**config.mk**
```make
export PLATFORM = sky130hd
export DESIGN_NAME = mbq_csr
export DESIGN_NICKNAME = d
export VERILOG_FILES = /design/src/rtl/core/mbq_pkg.sv /design/src/rtl/core/mbq_csr.sv
export SDC_FILE = /design/constraint.sdc
export NUM_CORES = 1
export LEC_CHECK = 0
export ABC_AREA = 1
export ABC_CLOCK_PERIOD_IN_PS = 1200
export CORE_AREA = 2 2 133 135
export DETAILED_ROUTE_END_ITERATION = 10
export DIE_AREA = 0 0 135 137
export DONT_BUFFER_PORTS = 1
export HOLD_SLACK_MARGIN = 0.02
export PLACE_DENSITY = 0.63
export RECOVER_POWER = 100
export SETUP_SLACK_MARGIN = 0.15
export SYNTH_ARGS = -nofsm -noshare
export SYNTH_HDL_FRONTEND = slang
export SYNTH_SLANG_ARGS = --single-unit
```
**constraint.sdc**
```tcl
create_clock -name clock -period 1.2 [get_ports clock]
set_clock_uncertainty 0.05 [all_clocks]
set_input_delay 0.24 -clock clock [delete_from_list [all_inputs] [get_ports clock]]
set_output_delay 0.24 -clock clock [all_outputs]
set_load 0.01 [all_outputs]
```
**src/rtl/core/mbq_pkg.sv**
```systemverilog
// mbq_pkg: shared widths, register indexes and the coefficient bundle
// for the multichannel biquad filter; no dependencies
`default_nettype none

package mbq_pkg;

   // fixed field widths
   localparam int COEF_W      = 32;
   localparam int CH_W        = 4;
   localparam int CNT_W       = 5;
   localparam int CSR_IDX_W   = 3;
   localparam int CSR_DATA_W  = 32;

   // datapath widths
   localparam int STATE_W     = 48;   // delay words and y
   localparam int SPLIT_W     = 24;   // low half of a 48-bit multiplicand
   localparam int MUL_W       = 33;   // signed multiplier operand
   localparam int PROD_W      = 2 * MUL_W;
   localparam int ACC_W       = 82;   // exact coefficient times 48-bit value
   localparam int PB_FRAC     = 12;   // shift of the feedforward products

   // queue between front and back
   localparam int QUEUE_DEPTH = 2;
   localparam int QUEUE_PTR_W = $clog2(QUEUE_DEPTH);

   // register indexes
   typedef logic [CSR_IDX_W-1:0] csr_index_type;
   localparam csr_index_type REG_COEF_B0       = 3'd0;
   localparam csr_index_type REG_COEF_B1       = 3'd1;
   localparam csr_index_type REG_COEF_B2       = 3'd2;
   localparam csr_index_type REG_COEF_A1       = 3'd3;
   localparam csr_index_type REG_COEF_A2       = 3'd4;
   localparam csr_index_type REG_CHANNEL_COUNT = 3'd5;

   localparam logic [CNT_W-1:0] CHANNEL_COUNT_RESET = 5'd1;

   typedef struct packed {
      logic signed [COEF_W-1:0] b0;
      logic signed [COEF_W-1:0] b1;
      logic signed [COEF_W-1:0] b2;
      logic signed [COEF_W-1:0] a1;
      logic signed [COEF_W-1:0] a2;
   } coef_type;

endpackage

`default_nettype wire

```
**src/rtl/core/mbq_csr.sv**
```systemverilog
// mbq_csr: coefficient and channel count registers behind the write port
// depends on mbq_pkg
`default_nettype none

module mbq_csr import mbq_pkg::*; #(
   parameter int COEF_FRAC_BITS = 28
) (
   input  logic                  clock,
   input  logic                  reset,
   input  logic                  csr_we,
   input  logic [CSR_IDX_W-1:0]  csr_index,
   input  logic [CSR_DATA_W-1:0] csr_wdata,
   output coef_type              coef,
   output logic [CNT_W-1:0]      chan_count
);

   coef_type         coef_ff, coef_in;
   logic [CNT_W-1:0] count_ff, count_in;

   // write decode, unknown indexes are dropped
   always_comb begin
      coef_in  = coef_ff;
      count_in = count_ff;
      if (csr_we) begin
         case (csr_index)
            REG_COEF_B0:       coef_in.b0 = signed'(csr_wdata[COEF_W-1:0]);
            REG_COEF_B1:       coef_in.b1 = signed'(csr_wdata[COEF_W-1:0]);
            REG_COEF_B2:       coef_in.b2 = signed'(csr_wdata[COEF_W-1:0]);
            REG_COEF_A1:       coef_in.a1 = signed'(csr_wdata[COEF_W-1:0]);
            REG_COEF_A2:       coef_in.a2 = signed'(csr_wdata[COEF_W-1:0]);
            REG_CHANNEL_COUNT: count_in   = csr_wdata[CNT_W-1:0];
            default: ;
         endcase
      end
   end

   // b0 resets to unity gain
   always_ff @(posedge clock) begin
      if (reset) begin
         coef_ff.b0 <= COEF_W'(1) << COEF_FRAC_BITS;
         coef_ff.b1 <= '0;
         coef_ff.b2 <= '0;
         coef_ff.a1 <= '0;
         coef_ff.a2 <= '0;
         count_ff   <= CHANNEL_COUNT_RESET;
      end else begin
         coef_ff  <= coef_in;
         count_ff <= count_in;
      end
   end

   assign coef       = coef_ff;
   assign chan_count = count_ff;

endmodule

`default_nettype wire

```
## After elaboration in Yosys (flattened, before gate mapping)

Cells that the tools add are included.
W data, S select, Z words.

| operators by class | value |
|---|---|
| reduce and logical (&&, ||, !) cells | 7 |
| eq/ne operators | 5 |

Operators with widths:

| operator | count |
|---|---|
| $reduce_and A2 Y1 | 6 |
| $eq A3 B2 Y1 const B | 2 |
| $eq A3 B3 Y1 const B | 2 |
| $eq A3 B1 Y1 const B | 1 |
| $logic_not A3 Y1 | 1 |

| storage, ports and cells | value |
|---|---|
| register bits after elaboration | 165 |

## Logic depth before layout (Yosys ltp)

| logic depth | value |
|---|---|
| word-level depth | 2 |
| gate-level depth with buffers | 7 |
| depth with buffers taken out | 5 |

## Least setup slack after synthesis

OpenSTA, ideal clock, no wires.

| timing | value |
|---|---|
| path kind | input -> register |
| from | in csr_index[2] |
| to | reg coef_ff, in the netlist coef[10] |
| data arrival time | 0.920 ns |
| setup time | 0.113 ns |
| path slack | 0.117 ns |
| cell stages on the path | 6 |
| path through | nand2_1 -> clkinv_1 -> clkbuf_1 -> nand3_1 -> nand2_1 -> nor2_1 |

| between the ends | value |
|---|---|
| word-level cells in the longest chain between the ends | 2 |

Ends and longest elaborated chain:

| item | RTL line | RTL |
|---|---|---|
| start, declared | mbq_csr.sv:11 | `input logic [CSR_IDX_W-1:0] csr_index,` |
| $eq A3 B3 Y1 | mbq_csr.sv:25 | `case (csr_index)` |
| $reduce_and A2 Y1 (no line) | n/a |  |
| end signal, assigned | mbq_csr.sv:47 | `coef_ff <= coef_in;` |
| end, declared | mbq_csr.sv:17 | `coef_type coef_ff, coef_in;` |

Every way passes these cells.
A chain may end at the register's enable or synchronous reset.

## Final worst setup path

| timing | value |
|---|---|
| from | reg coef_ff, in the netlist coef[96] |
| to | out coef[96] (netlist bit) |

RTL lines:

| item | RTL line | RTL |
|---|---|---|
| end, declared | mbq_csr.sv:13 | `output coef_type coef,` |

No word-level cell between the ends.

==> impl_metrics.toml <==
[status]
status = "complete, no violations"

[sta]
fin_tns_setup_ps = 0
tightest_slew_ps = 743
drv_slew = 0
min_period_ps = 1130
hold_viol = 0
setup_slack_ps = 70.5
rsz0062_at_grt = "yes"
max_freq_ghz = 0.885
setup_viol = 0
slew_headroom_pct = 50.4
timing.final.crit_share_pct = 94.1

[clocking]
cts.sinks = 165
cts_buffer_depth = 2
ctsRootBufferMaster = "clkbuf_16"
cts_tree = "yes"
clock_latency_ps = 410
clk_pin_slew_ps = 60
cts_buffers = 17
h-tree-depth = 4
cts_setup_buffers = 0

[layout]
final_area_mm2 = 0.00762
antenna_cells = 0
nFillCells = 1835
nets = 968
drive_gt1_share_pct = 8.27
synthToLayoutAreaGrowth_pct = 16.7

[detailed_routing]
vias = 5834
vias_per_cell = 4.99
ant_nets = 0
drcViolationCount = 0
wl_mm = 19.8
firstDrtPassIters = 5
avgRoutedWirePerCell_um = 17.0
drtIter0Drc = 349

[synthesis]
ys_ff_latch = 165
synth_top_cell_by_area = "dfxtp_1"
ys_types = 14
synthCells = 944
synth_top_area_share_pct = 50.6
synth_area_mm2 = 0.00653
yosysSeqAreaShare_pct = 50.6
syn_avg_cell_area_um2 = 6.92
syn_nets = 982
synth.area.top_cells = "dfxtp_1 51%, nor2_1 19%, nand3_1 13%"
yosys_warnings = 0

[power_and_ir_drop]
power.density_mw_per_mm2 = 1710
leakage_nw = 3.22
ir_drop_uv = 922

[floorplanning]
core_mm2 = 0.0171
row_count = 48
fp.dieH_um = 137
chipWidth_um = 135
start_util_pct = 38.3
pin_count = 203
die-area_mm2 = 0.0185

[grt]
track_usage_pct = 20.9
grt_pass1_vias = 5231
overflow = 0
grt_pass1_wl_mm = 29.7
grt_max_degree = 73
antenna_found_initial = 0

[critical_path]
startpoint_type = "flip-flop"
crit_fanout = 2
cp.required_ps = 910
critical_path_class = "reg -> out"
end_kind = "primary output"
worstPathArrival_ps = 840

[place]
post-place-ws_ps = -39.1
gp_congestion = 0.813
post-dp-hpwl_mm = 13.2
place_area_mm2 = 0.00697
io_buffers = 0

[worst_hold_path]
hp-class = "in -> reg"

[flow_run]
drv_cap = 0
cell type report:
type	instances	area, µm²	area share (%)
clock buffer	21	470	6.17
clock inverter	11	196	2.58
inverter	39	146	1.92
multi-input combinational	675	2780	36.5
sequential	165	3330	43.7
tap	225	282	3.69
timing repair buffer	32	414	5.44
what timing repair did:
action,4_1_cts,5_1_grt
hold buffers,3,0
gates resized for setup,199,35
endpoints found under the hold margin,7,0
setup endpoints to repair,165,165
pin swaps,0,0
kinds of logic after synthesis:
kind of cell           share of synthesized area [%]
and+or+nand+nor                                 42.3
AOI/OAI and AO/OA                             0.0766
DFF                                             50.6
buffers and inverters                           7.03
placed cells by master, fill, tap and decap left out:
cell,count
nor2_4,4
clkinv_1,1
dfxtp_1,156
inv_2,3
dlygate4sd3_1,3
clkbuf_8,3
clkinvlp_4,2
nor2_1,329
buf_4,11
clkbuf_2,2
buf_12,14
clkbuf_16,17
nor2_2,3
clkbuf_1,2
inv_6,1
dfxtp_2,2
nand3_1,165
o21ai_0,1
dfxtp_4,7
clkinv_2,1
nand2_1,173
inv_1,35
bufinv_16,5
clkbuf_4,1
clkinv_4,2
cell usage after synthesis, drive strengths merged:
master / n
buf: 53
clkinv: 1
o21ai: 1
inv: 38
nand2: 173
nand3: 165
dfxtp: 165
clkbuf: 12
nor2: 336
per-stage QoR:
step / total power (W) / cells / hold slack [ps] / utilization, %
floorplan: 0.00670 / 944 / 303 / -
global placement: 0.00705 / 1133 / 306 / 40.9
detailed placement: 0.00707 / 1133 / 309 / 40.9
CTS: 0.0132 / 1168 / 39.5 / 46.7
global route: 0.0135 / 1168 / 49.0 / 44.7
finish: 0.0131 / 1168 / 62.4 / 44.7
power by group:
part	internal [W]	total (W)	switching (W)	leakage, nW
logic	0.000336	0.00102	0.000685	1.56
clock network	0.00388	0.00614	0.00226	0.320
registers	0.00566	0.00590	0.000236	1.35
worst paths after layout:
kind              endpoint          from  slack (ps)  cells after the start
min          chan_count[0]  csr_index[0]          60                      3
min reg2reg      coef[140]     coef[140]         470                      2
max               coef[96]      coef[96]          70                      0
max reg2reg      coef[124]     coef[124]         460                      2
state kept, by name (all words and copies together) (netlist names):
name / cells
coef: 160
chan_count: 5
per-layer routing:
metal | vias to the layer above | part of all wire [%] | global-route usage (%)
li1 | 2902 | - | -
met1 | 2686 | 42 | 26.1
met2 | 218 | 45 | 32.4
met3 | 28 | 9.8 | 8.74
met4 | 0 | 2.3 | 7.35
met5 | - | 0 | 0
Power figures use the tool's default switching activity.
