==> src/rtl/core/mbq_pkg.sv <==
// mbq_pkg: shared widths, register indexes and the coefficient bundle
// for the multichannel biquad filter; no dependencies
`default_nettype none

package mbq_pkg;

   // fixed field widths
   localparam int COEF_W      = 32;
   localparam int CH_W        = 4;
   localparam int CNT_W       = 5;
   localparam int CSR_IDX_W   = 3;
   localparam int CSR_DATA_W  = 32;

   // datapath widths
   localparam int STATE_W     = 48;   // delay words and y
   localparam int SPLIT_W     = 24;   // low half of a 48-bit multiplicand
   localparam int MUL_W       = 33;   // signed multiplier operand
   localparam int PROD_W      = 2 * MUL_W;
   localparam int ACC_W       = 82;   // exact coefficient times 48-bit value
   localparam int PB_FRAC     = 12;   // shift of the feedforward products

   // queue between front and back
   localparam int QUEUE_DEPTH = 2;
   localparam int QUEUE_PTR_W = $clog2(QUEUE_DEPTH);

   // register indexes
   typedef logic [CSR_IDX_W-1:0] csr_index_type;
   localparam csr_index_type REG_COEF_B0       = 3'd0;
   localparam csr_index_type REG_COEF_B1       = 3'd1;
   localparam csr_index_type REG_COEF_B2       = 3'd2;
   localparam csr_index_type REG_COEF_A1       = 3'd3;
   localparam csr_index_type REG_COEF_A2       = 3'd4;
   localparam csr_index_type REG_CHANNEL_COUNT = 3'd5;

   localparam logic [CNT_W-1:0] CHANNEL_COUNT_RESET = 5'd1;

   typedef struct packed {
      logic signed [COEF_W-1:0] b0;
      logic signed [COEF_W-1:0] b1;
      logic signed [COEF_W-1:0] b2;
      logic signed [COEF_W-1:0] a1;
      logic signed [COEF_W-1:0] a2;
   } coef_type;

endpackage

`default_nettype wire

==> src/rtl/core/mbq_queue.sv <==
// mbq_queue: short first-in first-out queue between front and back end
// depends on mbq_pkg
`default_nettype none

module mbq_queue import mbq_pkg::*; #(
   parameter int WIDTH = 28
) (
   input  logic             clock,
   input  logic             reset,
   input  logic             push,
   input  logic [WIDTH-1:0] wdata,
   input  logic             pop,
   output logic             full,
   output logic             empty,
   output logic [WIDTH-1:0] rdata
);

   localparam int CNT_QW = QUEUE_PTR_W + 1;

   logic [WIDTH-1:0]       store_ff [QUEUE_DEPTH];
   logic [QUEUE_PTR_W-1:0] wr_ptr_ff, wr_ptr_in;
   logic [QUEUE_PTR_W-1:0] rd_ptr_ff, rd_ptr_in;
   logic [CNT_QW-1:0]      count_ff, count_in;

   assign full  = (count_ff == CNT_QW'(QUEUE_DEPTH));
   assign empty = (count_ff == '0);
   assign rdata = store_ff[rd_ptr_ff];

   // pointer and fill bookkeeping
   always_comb begin
      wr_ptr_in = wr_ptr_ff;
      rd_ptr_in = rd_ptr_ff;
      if (push) begin
         wr_ptr_in = (wr_ptr_ff == QUEUE_PTR_W'(QUEUE_DEPTH - 1)) ? '0 :
                     wr_ptr_ff + QUEUE_PTR_W'(1);
      end
      if (pop) begin
         rd_ptr_in = (rd_ptr_ff == QUEUE_PTR_W'(QUEUE_DEPTH - 1)) ? '0 :
                     rd_ptr_ff + QUEUE_PTR_W'(1);
      end
      count_in = count_ff + CNT_QW'(push) - CNT_QW'(pop);
   end

   always_ff @(posedge clock) begin
      if (reset) begin
         wr_ptr_ff <= '0;
         rd_ptr_ff <= '0;
         count_ff  <= '0;
      end else begin
         wr_ptr_ff <= wr_ptr_in;
         rd_ptr_ff <= rd_ptr_in;
         count_ff  <= count_in;
      end
   end

   // entry storage
   always_ff @(posedge clock) begin
      if (push) begin
         store_ff[wr_ptr_ff] <= wdata;
      end
   end

endmodule

`default_nettype wire

==> config.mk <==
export PLATFORM = sky130hd
export DESIGN_NAME = mbq_queue
export DESIGN_NICKNAME = d
export VERILOG_FILES = /design/src/rtl/core/mbq_pkg.sv /design/src/rtl/core/mbq_queue.sv
export SDC_FILE = /design/constraint.sdc
export NUM_CORES = 1
export LEC_CHECK = 0
export ABC_AREA = 0
export BUFFER_PORTS_ARGS = -buffer_cell sky130_fd_sc_hd__buf_2
export CAP_MARGIN = 20
export CORE_AREA = 2 2 83 69
export CTS_CLUSTER_DIAMETER = 120
export DETAILED_ROUTE_END_ITERATION = 8
export DIE_AREA = 0 0 85 71
export GPL_TIMING_DRIVEN = 0
export PLACE_DENSITY = 0.73
export SLEW_MARGIN = 5
export SYNTH_ARGS = -nofsm -noshare
export SYNTH_HDL_FRONTEND = slang
export SYNTH_SLANG_ARGS = --single-unit
==> constraint.sdc <==
create_clock -name clock -period 2.26 [get_ports clock]
set_input_delay 0.565 -clock clock [delete_from_list [all_inputs] [get_ports clock]]
set_output_delay 0.565 -clock clock [all_outputs]
set_load 0.01 [all_outputs]
=== Word-level counts from Yosys, hierarchy flattened ===
Memories as Yosys holds them, arrays and structs flattened. A register that Yosys moved wholly into a read port is not among the register bits.
Cells that the tools add are included.

* Flip-flop bits (word level): 4
* Input bits: 32
* Memories: 1
* Bits in writable memories: 56

{| class="wikitable"
|+ Memories
! name !! depth !! bits a word !! rd ports !! clocked after Yosys merged registers in !! wr ports !! RTL line !! RTL
|-
| store_ff || 2 || 28 || 1 || 1 || 1 || mbq_queue.sv:20 || <nowiki>logic [WIDTH-1:0] store_ff [QUEUE_DEPTH];</nowiki>
|}

* Eq/ne operators: 1
* $add $sub $neg: 4
* Reduce and logical (&&, ||, !) cells: 1
* Mux-type cells: 6

{| class="wikitable"
|+ Operator list
! kind !! number
|-
| 1-bit two-way mux || 6
|-
| 1-bit adder, second input constant || 2
|-
| 2-bit by 1-bit adder with 2-bit output || 1
|-
| 2-bit equality test, second input constant || 1
|-
| 2-bit logical NOT || 1
|-
| 2-bit by 1-bit subtractor with 2-bit output || 1
|}

=== Longest topological paths before layout ===
* Depth after elaboration: 4
* Depth in mapped cells: 6
* Gate-level depth less buffers: 6

=== Worst setup path before layout ===
Ideal clock, no wire load.

* Path type: input -> register
* Start: in push
* End: mem store_ff[0][0] (enable)
* Path buffers: 0
* Slack: 0.002 ns
* Library setup time: 0.416 ns
* Stages on the path: 1
* Arrival time: 1.842 ns
* Data required time: 1.844 ns
* Cells stage by stage: nor2b_1

* Word-level cells in the longest chain between the ends: 2

{| class="wikitable"
|+ RTL lines
! what !! RTL line !! RTL
|-
| start: declaration || mbq_queue.sv:10 || <nowiki>input logic push,</nowiki>
|-
| 1-bit two-way mux || mbq_queue.sv:58 || <nowiki>if (push) begin</nowiki>
|-
| 1-bit two-way mux (implied by the code) || mbq_queue.sv:59 || <nowiki>store_ff[wr_ptr_ff] <= wdata;</nowiki>
|-
| end: declaration || mbq_queue.sv:20 ||
|}

Every way passes these cells.

==> results.yml <==
logic_synthesis:
  synth.top_cell.area_share_pct: 71.9
  synth_common_cells: "56 x edfxtp_1, 20 x mux2_4, 8 x mux2_2"
  ys_async_sr_fraction_pct: 0
  synthTopCellsByArea: "edfxtp_1 72%, mux2_4 13%, dfxtp_1 4.3%, mux2_2 3.9%, buf_12 1.7%"
  synth_edf_count: 56
  synth-seq-cells: 61
  syn-num-nets: 142
  yosys_warnings: 0
  synthDistinctLibCells: 13
  synthCells: 108
  synth_most_common_cell: "edfxtp_1"
  syn_avg_cell_area_sq_um: 21.7
  synth.largest_area_cell: "edfxtp_1"
  syn_area_sq_mm: 0.00234
  yosysSeqAreaShare_pct: 76.1
  yosys_most_used_dff: "edfxtp_1"
global_route:
  grt_start_max_net_pins: 29
  grt_overflow: 0
  grt_util_all_layers_pct: 13.2
  grt_antenna_before_repair: 0
  grt_pass1_wl_um: 5960
  grt_pass1_vias: 1297
critical_path:
  r2r-start: "wr_ptr_ff"
  cp_slowest_stage_delay_ns: 0.32
  worst_setup_path_end_kind: "primary output"
  cp_cell_sequence: "buf_6 > buf_12 > mux2_4 > buf_2"
  critical_path_arrival_ns: 1.41
  path_class: "register to primary output"
  crit_required_ns: 1.69
  slowest_stage: "dfxtp_1"
  cp-start-kind: "register"
  path_max_fanout: 10
layout:
  synthToLayoutAreaGrowth_pct: 23.7
  nets: 215
  post_route_cells_drive_above_1_share_pct: 57.1
  n_antenna_cell: 0
  final_util_pct: 55.1
  layout.cells.non_filler: 249
detailed_routing:
  via_per_inst: 4.67
  drt_drc_violations_left: 0
  ant_nets: 0
  first_pass_iters: 4
  vias: 1163
  wl_um: 3640
  avgRoutedWirePerCell_um: 14.6
  drt_iter0_markers: 53
worst_hold_path:
  hold_class: "input pin to register"
  min_from: "wdata[0]"
clock_network:
  cts_buffers: 9
  clock_path_buffers: 2
  postCtsSetupRepairBufs: 0
  ctsHoldBuffers: 0
  htreeDepth: 3
  cts_root_buffer: "clkbuf_8"
  post_cts_resized: 0
  clkSlewWorstSetupHoldPaths_ns: 0.06
  cts_sinks: 61
  clkLatencyLatePin_ns: 0.32
  tritoncts: "done"
place:
  dp.cells: 235
  port-buffer-count: 61
  dp_hpwl_um: 2530
  place_congestion: 0.684
timing:
  min_period_ns: 1.97
  fin_skew_ns: 0.00456
  finalCritPeriodShare_pct: 87.2
  slew_violations: 0
  rsz0062_at_grt: "no"
  setup-violations-final: 0
  hold_violations: 0
  tightest_slew_ns: 0.837
  relSlewSlack_pct: 44.1
  fmax_ghz: 0.507
floorplan:
  initial_utilization_pct: 44.5
  core_sq_mm: 0.00526
  die_w_um: 85
  die_h_um: 71
  num_rows: 24
  io_pins: 62
  dieArea_sq_mm: 0.00604
status:
  status: "completed"
power:
  power_density_mw_per_mm2: 835
  peakVddDrop_v: 0.000403
  power_w: 0.00242
  leakage_nw: 1.16
job:
  drv_cap: 0
[critical path: cells and delay by family, from the launching register on]
| kind | cells | cell delay (ns) |
|---|---|---|
| buffers and inverters | 3 | 0.46 |
| flip-flops | 1 | 0.32 |
| multiplexers | 1 | 0.31 |
[final cells by class]
cell class / count / area (sq um)
tap: 65 / 81.3
timing repair buffer: 62 / 320
sequential: 61 / 1780
clock buffer: 10 / 128
inverter: 2 / 7.51
fill: 427 / 2360
clock inverter: 4 / 17.5
multi-input combinational: 42 / 507
buffer: 3 / 51.3
[layer usage]
layer | vias up | track usage [%] | wire (um)
li1 | 560 | - | -
met1 | 554 | 15.0 | 1490
met2 | 45 | 22.1 | 1860
met3 | 4 | 3.97 | 262
met4 | 0 | 7.41 | 38
met5 | - | 0 | 0
[registers in the layout, summed over array words and instances (netlist names), named ones only]
signal     cells
store_ff      56
count_ff       2
rd_ptr_ff      1
wr_ptr_ff      1
[worst paths after layout]
check | to | slack, ns | cells past startpoint
setup / recovery | rdata[26] | 0.29 | 4
hold / removal | store_ff[1][0] | 0.44 | 1
setup reg to reg | store_ff[1][12] | 0.69 | 2
hold reg to reg | register | 0.55 | 2
[kinds of logic after synthesis]
logic type / Yosys count / synth area share (%)
xor+xnor: 3 / 1.71
fa+ha+maj: 2 / 1.07
buf+inv: 5 / 2.51
flops: 61 / 76.1
mux: 28 / 16.7
simple gates: 9 / 1.87
[through the flow]
step	setup TNS, ns	hold WS (ns)	worst slack [ns]	cell area, sq um
global placement	-20.07	0.497	-0.718	2730
floorplan	0	0.480	0.00200	2340
CTS	0	0.415	0.254	2890
finish	0	0.439	0.288	2890
global route	0	0.422	0.225	2890
detailed placement	0	0.534	0.401	2750
[cell usage in the layout (no fill, tap or decap)]
master and count:
buf_2 61, edfxtp_1 56, mux2_4 20, clkbuf_8 9, mux2_2 8, nor2_1 5, dfxtp_1 5, buf_12 2
inv_1 2, nor2b_1 2, xnor2_1 2, ha_1 2, clkinv_2 2, clkinv_1 2, buf_6 1, and2_1 1
nor2b_4 1, xnor3_1 1, clkbuf_1 1, buf_8 1
[where the power goes]
part / leakage, nW / internal, W / switching (W) / total [W]
Combinational: 0.516 / 0.000190 / 0.000157 / 0.000347
Clock: 0.0768 / 0.000374 / 0.000354 / 0.000728
Sequential: 0.567 / 0.00132 / 0.0000256 / 0.00134
Total: 1.16 / 0.00188 / 0.000537 / 0.00242
No activity file was read; power rests on OpenSTA's default activity.
