--- config.mk ---
export PLATFORM = sky130hd
export DESIGN_NAME = mbq_front_flat
export DESIGN_NICKNAME = d
export VERILOG_FILES = /design/src/rtl/core/mbq_pkg.sv /design/src/rtl/core/mbq_req_if.sv /design/src/rtl/core/mbq_front.sv /design/src/flat_wrapper.sv
export SDC_FILE = /design/constraint.sdc
export NUM_CORES = 1
export LEC_CHECK = 0
export BUFFER_PORTS_ARGS = -buffer_cell sky130_fd_sc_hd__buf_2
export CAP_MARGIN = 20
export CELL_PAD_IN_SITES_DETAIL_PLACEMENT = 1
export CELL_PAD_IN_SITES_GLOBAL_PLACEMENT = 1
export CORE_MARGIN = 2
export CORE_UTILIZATION = 12
export DETAILED_ROUTE_END_ITERATION = 10
export GPL_ROUTABILITY_DRIVEN = 0
export PLACE_DENSITY_LB_ADDON = 0.1
export SETUP_SLACK_MARGIN = 0.15
export SLEW_MARGIN = 10
export SYNTH_ARGS = -nofsm -noshare
export SYNTH_HDL_FRONTEND = slang
export SYNTH_SLANG_ARGS = --single-unit
--- constraint.sdc ---
create_clock -name vclk -period 0.8
set_input_delay 0.08 -clock vclk [all_inputs]
set_output_delay 0.08 -clock vclk [all_outputs]
set_load 0.01 [all_outputs]
--- src/rtl/core/mbq_pkg.sv ---
// mbq_pkg: shared widths, register indexes and the coefficient bundle
// for the multichannel biquad filter; no dependencies
`default_nettype none

package mbq_pkg;

   // fixed field widths
   localparam int COEF_W      = 32;
   localparam int CH_W        = 4;
   localparam int CNT_W       = 5;
   localparam int CSR_IDX_W   = 3;
   localparam int CSR_DATA_W  = 32;

   // datapath widths
   localparam int STATE_W     = 48;   // delay words and y
   localparam int SPLIT_W     = 24;   // low half of a 48-bit multiplicand
   localparam int MUL_W       = 33;   // signed multiplier operand
   localparam int PROD_W      = 2 * MUL_W;
   localparam int ACC_W       = 82;   // exact coefficient times 48-bit value
   localparam int PB_FRAC     = 12;   // shift of the feedforward products

   // queue between front and back
   localparam int QUEUE_DEPTH = 2;
   localparam int QUEUE_PTR_W = $clog2(QUEUE_DEPTH);

   // register indexes
   typedef logic [CSR_IDX_W-1:0] csr_index_type;
   localparam csr_index_type REG_COEF_B0       = 3'd0;
   localparam csr_index_type REG_COEF_B1       = 3'd1;
   localparam csr_index_type REG_COEF_B2       = 3'd2;
   localparam csr_index_type REG_COEF_A1       = 3'd3;
   localparam csr_index_type REG_COEF_A2       = 3'd4;
   localparam csr_index_type REG_CHANNEL_COUNT = 3'd5;

   localparam logic [CNT_W-1:0] CHANNEL_COUNT_RESET = 5'd1;

   typedef struct packed {
      logic signed [COEF_W-1:0] b0;
      logic signed [COEF_W-1:0] b1;
      logic signed [COEF_W-1:0] b2;
      logic signed [COEF_W-1:0] a1;
      logic signed [COEF_W-1:0] a2;
   } coef_type;

endpackage

`default_nettype wire

--- src/rtl/core/mbq_req_if.sv ---
// mbq_req_if: sample word channel into the filter (valid, ready, payload)
// depends on mbq_pkg
`default_nettype none

interface mbq_req_if import mbq_pkg::*; #(
   parameter int SAMPLE_WIDTH = 24
) ();

   logic                           valid;
   logic                           ready;
   logic [CH_W-1:0]                channel;
   logic signed [SAMPLE_WIDTH-1:0] sample_in;

   modport source (output valid, output channel, output sample_in, input ready);
   modport sink   (input valid, input channel, input sample_in, output ready);

endinterface

`default_nettype wire

--- src/rtl/core/mbq_front.sv ---
// mbq_front: takes request words, drops those for inactive channels and
// pushes the rest into the work queue; depends on mbq_pkg, mbq_req_if
`default_nettype none

module mbq_front import mbq_pkg::*; #(
   parameter int MAX_CHANNELS = 16,
   parameter int SAMPLE_WIDTH = 24
) (
   mbq_req_if.sink                        req_if,
   input  logic [CNT_W-1:0]               chan_count,
   input  logic                           q_full,
   output logic                           q_push,
   output logic [CH_W+SAMPLE_WIDTH-1:0]   q_wdata
);

   logic ch_active;

   // channel must lie below both the programmed count and the build limit
   assign ch_active = (32'(req_if.channel) < 32'(chan_count)) &&
                      (32'(req_if.channel) < MAX_CHANNELS);

   // inactive words are taken and discarded
   assign req_if.ready = !q_full;
   assign q_push       = req_if.valid && !q_full && ch_active;
   assign q_wdata      = {req_if.channel, req_if.sample_in};

endmodule

`default_nettype wire

--- src/flat_wrapper.sv ---
// flat-port wrapper written by rule: the top's interface ports become plain ports
module mbq_front_flat import mbq_pkg::*;
#(
   parameter int MAX_CHANNELS = 16,
   parameter int SAMPLE_WIDTH = 24
)
  (chan_count, q_full, q_push, q_wdata, req_if_valid, req_if_channel, req_if_sample_in, req_if_ready);
  mbq_req_if #(.SAMPLE_WIDTH(SAMPLE_WIDTH)) req_if_i ();
  input  logic [CNT_W-1:0] chan_count;
  input  logic q_full;
  output logic q_push;
  output logic [CH_W+SAMPLE_WIDTH-1:0] q_wdata;
  input wire logic [$bits(req_if_i.valid)-1:0] req_if_valid;
  input wire logic [$bits(req_if_i.channel)-1:0] req_if_channel;
  input wire logic [$bits(req_if_i.sample_in)-1:0] req_if_sample_in;
  output wire logic [$bits(req_if_i.ready)-1:0] req_if_ready;
  assign req_if_i.valid = req_if_valid;
  assign req_if_i.channel = req_if_channel;
  assign req_if_i.sample_in = req_if_sample_in;
  assign req_if_ready = req_if_i.ready;
  mbq_front #(.MAX_CHANNELS(MAX_CHANNELS), .SAMPLE_WIDTH(SAMPLE_WIDTH)) u_core (.req_if(req_if_i), .chan_count(chan_count), .q_full(q_full), .q_push(q_push), .q_wdata(q_wdata));
endmodule
Word-level counts from Yosys, hierarchy flattened
Index checks and enable logic that the tools add are counted.
W data, S select, Z words.
{"block": "word_totals", "ff_bits": 0, "output_inout_bits": 30, "word_cells": 4}
{"block": "classes", "n_reduce_logical": 3, "n_lt_le_gt_ge": 1}
{"cell": "$lt A4 B5 Y1", "count": 1}
{"cell": "$logic_and A1 B1 Y1", "count": 2}
{"cell": "$logic_not A1 Y1", "count": 1}

Depth between registers and ports, before layout
Gate-level depths: netlist of the first run.
{"block": "logic_depth", "ltp_word": 3, "ltp_mapped": 5, "ltp_nobuf": 5}

Worst setup path after synthesis of the first run
Ideal clock, no wire load.
{"block": "synth_path", "kind": "input to output", "startpoint": "input port chan_count[2]", "endpoint": "output port q_push", "path_stages": 5, "t_required_ns": 0.720, "path_slack_ns": -0.091, "arrival_ns": 0.811, "path_cell_list": "inv_1 -> ha_1 -> a21oi_2 -> o21ai_1 -> a31oi_1"}
{"block": "synth_between", "elab_chain_len": 2}
{"item": "start, declared", "line_no": "flat_wrapper.sv:9", "rtl": "input logic [CNT_W-1:0] chan_count;"}
{"item": "$lt A4 B5 Y1", "line_no": "mbq_front.sv:19", "rtl": "assign ch_active = (32'(req_if.channel) < 32'(chan_count)) &&"}
{"item": "$logic_and A1 B1 Y1", "line_no": "mbq_front.sv:24", "rtl": "assign q_push = req_if.valid && !q_full && ch_active;"}
{"item": "end, declared", "line_no": "flat_wrapper.sv:11", "rtl": "output logic q_push;"}
No other way between the ends.

Worst setup path after layout of the first run
{"block": "layout_path", "startpoint": "input port req_if_channel[2]", "endpoint": "output port q_push"}
{"block": "layout_between", "elab_chain_len": 2}
{"item": "start, declared", "line_no": "flat_wrapper.sv:14", "rtl": "input wire logic [$bits(req_if_i.channel)-1:0] req_if_channel;"}
{"item": "$lt A4 B5 Y1", "line_no": "mbq_front.sv:19"}
{"item": "$logic_and A1 B1 Y1", "line_no": "mbq_front.sv:24"}
No other way between the ends.

==> results.sh, run 1 <==
export IMPL_path_max_fanout=2
export IMPL_leading_cell_type_in_the_layout_fill_and_taps_excluded="sky130_fd_sc_hd__buf_2"
export IMPL_maximum_number_of_pins_on_one_net_before_global_route_repair=3
export IMPL_drcViolationCount=0
export IMPL_pwr_density_cell_mw_per_mm2=433
export IMPL_ant_nets=0
export IMPL_synthesis_instances=43
export IMPL_dr_total_vias=157
export IMPL_worst_path_dominant_cell_family="compound AO/OA/AOI/OAI gates"
export IMPL_cts_hold_buffers_added=0
export IMPL_total_of_endpoints_with_negative_setup_slack_in_the_final_report=1
export IMPL_place_hpwl_um=426
export IMPL_worstMarginPinSlew_ns=0.170
export IMPL_period_share=1.18
export IMPL_cp_num_buf_inv=2
export IMPL_hold_path_class="primary input to primary output"
export IMPL_holdWs_ns=0.160
export IMPL_summed_instance_area_of_the_synthesized_netlist_um2=308
export IMPL_die_width_um=54.6
export IMPL_grt_setup_unrepaired="yes"
export IMPL_postSynthNetCount=81
export IMPL_max_cap_viol_count=0
export IMPL_globalRouteTotalUtil=0.0259
export IMPL_flops_and_latches=0
export IMPL_critPathKind="primary input to primary output"
export IMPL_seq_area_frac_synth=0
export IMPL_timing_final_max_slew_violations=0
export IMPL_grt_first_pass_wirelength_um=593
export IMPL_final_critical_path_setup_slack_ns=-0.143
export IMPL_critical_path_max_stage_delay_ns=0.23
export IMPL_ir_worst_vdd_uv=129
export IMPL_path_cells="buf_8 > ha_4 > a21oi_2 > o21ai_1 > a31oi_1 > buf_2"
export IMPL_finalWirelength_um=457
export IMPL_initial_core_util=0.125
export IMPL_avgSynthCellArea_um2=7.16
export IMPL_mostFrequentLayoutCells="sky130_fd_sc_hd__buf_2, sky130_fd_sc_hd__inv_1, sky130_fd_sc_hd__ha_1"
export IMPL_holdPathStages=0
export IMPL_area_growth_syn_to_layout_pct=-18.3
export IMPL_cp_arrival_ns=0.86
export IMPL_detailedRoute_firstIterationViolations=2
export IMPL_status="complete, but fails checks"
export IMPL_finalHoldViolations=0
export IMPL_grt_overflow_total=0
export IMPL_routedWlPerCell_um=7.37
export IMPL_final_clkbuf_count=0
export IMPL_drt_pre_antenna_iters=4
export IMPL_crit_required_ns=0.72
export IMPL_total_power_w=0.000109
export IMPL_worst_hold_launch="req_if_sample_in[21]"
export IMPL_synth_top_cells_by_area="sky130_fd_sc_hd__buf_4, sky130_fd_sc_hd__ha_1, sky130_fd_sc_hd__inv_1"
export IMPL_via_per_inst=2.53
export IMPL_synth_area_leader_cell="sky130_fd_sc_hd__buf_4"
export IMPL_critical_path_slowest_cell="sky130_fd_sc_hd__ha_4"
export IMPL_post_synth_num_cell_types=9
export IMPL_design_die_area_mm2=0.00299
export IMPL_placement_rows=18
export IMPL_post_synth_top_area_fraction=0.683
export IMPL_cp_start_kind="primary input"
export IMPL_violated_checks="setup timing"
export IMPL_p_leak_nw=0.136
export IMPL_seqCellArea_um2=0
export IMPL_min_delay_worst_endpoint="q_wdata[21]"
export IMPL_max_freq_ghz=1.06
export IMPL_pin_count=65
export IMPL_worst_setup_path_end_kind="primary output"
export IMPL_timing_max_slew_rel_slack=0.886
export IMPL_port_buffers=17
export IMPL_fp_coreArea_mm2=0.00245
export IMPL_grt_pass1_vias=139
export IMPL_area_occupied_by_multi_input_gates_um2=87.6
export IMPL_critical_path_startpoint="req_if_channel[2]"
export IMPL_final_layout_size_suffix_gt1_frac=0.625
export IMPL_antennaDiodeCount=0
export IMPL_final_nets=72
export IMPL_yosys_warnings=0
export IMPL_die_y_um=54.6
export IMPL_layout_filler_cells=298
export IMPL_antenna_found_initial=0
export IMPL_finalWorstPathRequiredPeriod_ns=0.943
## how the worst max path moves through the flow
stage	slack [ns]	cells after the start	end
after floorplan	0.03	5	q_push
after global placement	-0.17	6	q_push
after detailed placement	-0.19	6	q_push
final	-0.14	6	q_push
after CTS	-0.16	6	q_push
after global routing	-0.19	6	q_push
## report_power, final
group | total (W) | switching (W) | internal (W)
combinational | 0.000109 | 0.0000480 | 0.0000609
clock | 0 | 0 | 0
sequential | 0 | 0 | 0
total | 0.000109 | 0.0000480 | 0.0000609
## cells by family (layout without fill, tap and decap cells)
kind of cell	count (synthesis)	count (layout)	synth area share
adder cells (fa/ha/maj)	3	3	0.122
buffers and inverters	34	23	0.756
AND/OR/NAND/NOR	2	2	0.0325
AO/OA/AOI/OAI	4	4	0.0894
## area by class of cell
type                            count  area share
Tap cell                           30       0.149
Timing Repair Buffer               17       0.403
Multi-Input combinational cell      9       0.348
Inverter                            6      0.0995
## synthesized netlist by cell type
| master | number |
|---|---|
| sky130_fd_sc_hd__ha_1 | 3 |
| sky130_fd_sc_hd__nand2_1 | 1 |
| sky130_fd_sc_hd__buf_4 | 28 |
| sky130_fd_sc_hd__nor2b_1 | 1 |
| sky130_fd_sc_hd__o21ai_1 | 1 |
| sky130_fd_sc_hd__inv_1 | 6 |
| sky130_fd_sc_hd__a31oi_1 | 1 |
| sky130_fd_sc_hd__a21oi_2 | 1 |
| sky130_fd_sc_hd__o211ai_1 | 1 |
## routing by layer
metal,routed length (µm),global-route usage,share of wire
met1,142,0.0291,0.31
met2,243,0.0476,0.53
met3,71,0.00820,0.16
met4,0,0.00417,0
met5,0,0,0
## per-stage QoR
step	instances	cell area (µm²)	setup TNS (ns)	utilization	worst slack (ns)
floorplan	43	320	0	-	0.0302
global placement	62	233	-0.174	0.0948	-0.174
detailed placement	62	233	-0.187	0.0948	-0.187
CTS	62	248	-0.158	0.101	-0.158
global route	62	251	-0.193	0.102	-0.193
finish	62	251	-0.143	0.102	-0.143
## what timing repair did
action,4_1_cts,5_1_grt
gates resized for setup,4,1
buffers inserted,0,0
setup endpoints to repair,1,1
Note: power is estimated with default switching activity, not from simulation.
==> run 2, diff against run 1 <==
--- a/config.mk
+++ b/config.mk
@@ -7,13 +7,11 @@
 export LEC_CHECK = 0
 export BUFFER_PORTS_ARGS = -buffer_cell sky130_fd_sc_hd__buf_2
 export CAP_MARGIN = 20
-export CELL_PAD_IN_SITES_DETAIL_PLACEMENT = 1
-export CELL_PAD_IN_SITES_GLOBAL_PLACEMENT = 1
 export CORE_MARGIN = 2
-export CORE_UTILIZATION = 12
+export CORE_UTILIZATION = 23
 export DETAILED_ROUTE_END_ITERATION = 10
 export GPL_ROUTABILITY_DRIVEN = 0
-export PLACE_DENSITY_LB_ADDON = 0.1
+export PLACE_DENSITY = 0.81
 export SETUP_SLACK_MARGIN = 0.15
 export SLEW_MARGIN = 10
 export SYNTH_ARGS = -nofsm -noshare
==> run 2 against run 1 <==
Net effect: sequential cell count did not move; die area fell by 45%; non-clock buffer count did not move; critical endpoint unchanged; largest power group unchanged; cell count fell by 24%; via count rose by 6.4%; the flow still finishes with violations (setup timing).
==> results.sh, run 2 (synthesized netlist as in run 1, its figures left out) <==
export IMPL_grt_setup_unrepaired="yes"
export IMPL_cp_arrival_ns=0.84
export IMPL_switching_share=0.436
export IMPL_area_growth_syn_to_layout_pct=-25.6
export IMPL_pin_count=65
export IMPL_pwr_density_cell_mw_per_mm2=452
export IMPL_detailedRoute_firstIterationViolations=0
export IMPL_path_cells="buf_6 > ha_4 > a21oi_2 > o21ai_1 > a31oi_1 > buf_2"
export IMPL_intPower_w=0.0000584
export IMPL_final_clkbuf_count=0
export IMPL_cts_hold_buffers_added=0
export IMPL_power_clock_fraction=0
export IMPL_finalWirelength_um=338
export IMPL_timing_max_slew_rel_slack=0.895
export IMPL_p_leak_nw=0.134
export IMPL_worst_path_dominant_cell_family="compound AO/OA/AOI/OAI gates"
export IMPL_timing_final_max_slew_violations=0
export IMPL_globalRouteTotalUtil=0.0405
export IMPL_ir_worst_vdd_uv=99.9
export IMPL_netsw_w=0.0000452
export IMPL_maximum_number_of_pins_on_one_net_before_global_route_repair=3
export IMPL_mostFrequentLayoutCells="sky130_fd_sc_hd__buf_2, sky130_fd_sc_hd__inv_1, sky130_fd_sc_hd__ha_1, sky130_fd_sc_hd__buf_6"
export IMPL_max_freq_ghz=1.09
export IMPL_ant_nets=0
export IMPL_port_buffers=17
export IMPL_holdPathStages=0
export IMPL_period_share=1.15
export IMPL_p_seq_frac=0
export IMPL_pwr_share_comb=1.000
export IMPL_flops_and_latches=0
export IMPL_holdWs_ns=0.160
export IMPL_grt_overflow_total=0
export IMPL_status="complete, but fails checks"
export IMPL_seqCellArea_um2=0
export IMPL_worst_setup_path_end_kind="primary output"
export IMPL_initial_core_util=0.243
export IMPL_placement_setup_worst_slack_ns=-0.156
export IMPL_fp_coreArea_mm2=0.00127
export IMPL_critical_path_max_stage_delay_ns=0.23
export IMPL_final_nets=72
export IMPL_dp_cells=47
export IMPL_antennaDiodeCount=0
export IMPL_finalHoldViolations=0
export IMPL_total_of_endpoints_with_negative_setup_slack_in_the_final_report=1
export IMPL_path_max_fanout=2
export IMPL_drcViolationCount=0
export IMPL_final_layout_size_suffix_gt1_frac=0.625
export IMPL_dr_total_vias=167
export IMPL_drt_pre_antenna_iters=1
export IMPL_critical_path_slowest_cell="sky130_fd_sc_hd__ha_4"
export IMPL_layout_filler_cells=153
export IMPL_cp_start_kind="primary input"
export IMPL_placement_rows=13
export IMPL_violated_checks="setup timing"
export IMPL_worstMarginPinSlew_ns=0.157
export IMPL_grt_pass1_vias=151
export IMPL_die_width_um=40.6
export IMPL_grt_first_pass_wirelength_um=489
export IMPL_die_y_um=40.6
export IMPL_antenna_found_initial=0
export IMPL_max_cap_viol_count=0
export IMPL_via_per_inst=3.55
export IMPL_instances_no_fill=47
export IMPL_crit_required_ns=0.72
export IMPL_critPathKind="primary input to primary output"
export IMPL_finalWorstPathRequiredPeriod_ns=0.918
export IMPL_leading_cell_type_in_the_layout_fill_and_taps_excluded="sky130_fd_sc_hd__buf_2"
export IMPL_design_die_area_mm2=0.00165
export IMPL_setup_total_negative_slack_ns=-0.118
export IMPL_final_critical_path_setup_slack_ns=-0.118
export IMPL_utilization=0.180
export IMPL_cp_num_cells=6
export IMPL_cp_num_buf_inv=2
export IMPL_hold_path_class="primary input to primary output"
export IMPL_routedWlPerCell_um=7.19
run 2: changes by cell type in the layout (fill, tap and decap cells not counted):
cell / delta
sky130_fd_sc_hd__buf_8: -1
sky130_fd_sc_hd__buf_6: +1
run 2: power groups by stage:
stage               clock network, W  logic [W]  registers, W
global placement                   0  0.0000967             0
detailed placement                 0  0.0000988             0
global route                       0   0.000121             0
finish                             0   0.000104             0
floorplan                          0   0.000186             0
CTS                                0   0.000107             0
run 2: layout make-up:
type                       instances  area (µm²)  share of cell area
inverter                           6        25.0               0.109
tap                               15        18.8              0.0820
timing repair buffer              17        97.6               0.426
multi-input combinational          9        87.6               0.383
run 2: final timing paths:
check                                start          end  slack (ns)
worst min-delay path  req_if_sample_in[10]  q_wdata[10]        0.16
worst max-delay path     req_if_channel[2]       q_push       -0.12
run 2: layer usage:
| metal | up-vias | share of wire | GRT usage |
|---|---|---|---|
| met4 | 0 | 0 | 0.0167 |
| met3 | 0 | 0.20 | 0.0222 |
| met2 | 9 | 0.50 | 0.0833 |
| met1 | 76 | 0.31 | 0.0288 |
| li1 | 82 | - | - |
| met5 | - | 0 | 0 |
run 2: metrics by stage:
step,power (W),area (µm²)
finish,0.000104,229
global route,0.000121,229
CTS,0.000107,229
detailed placement,0.0000988,214
global placement,0.0000967,214
floorplan,0.000186,320
run 2: repair_timing:
action	in CTS	in global routing
setup buffers	0	0
pin swaps	0	0
setup endpoints to repair	1	1
resized for setup	3	0
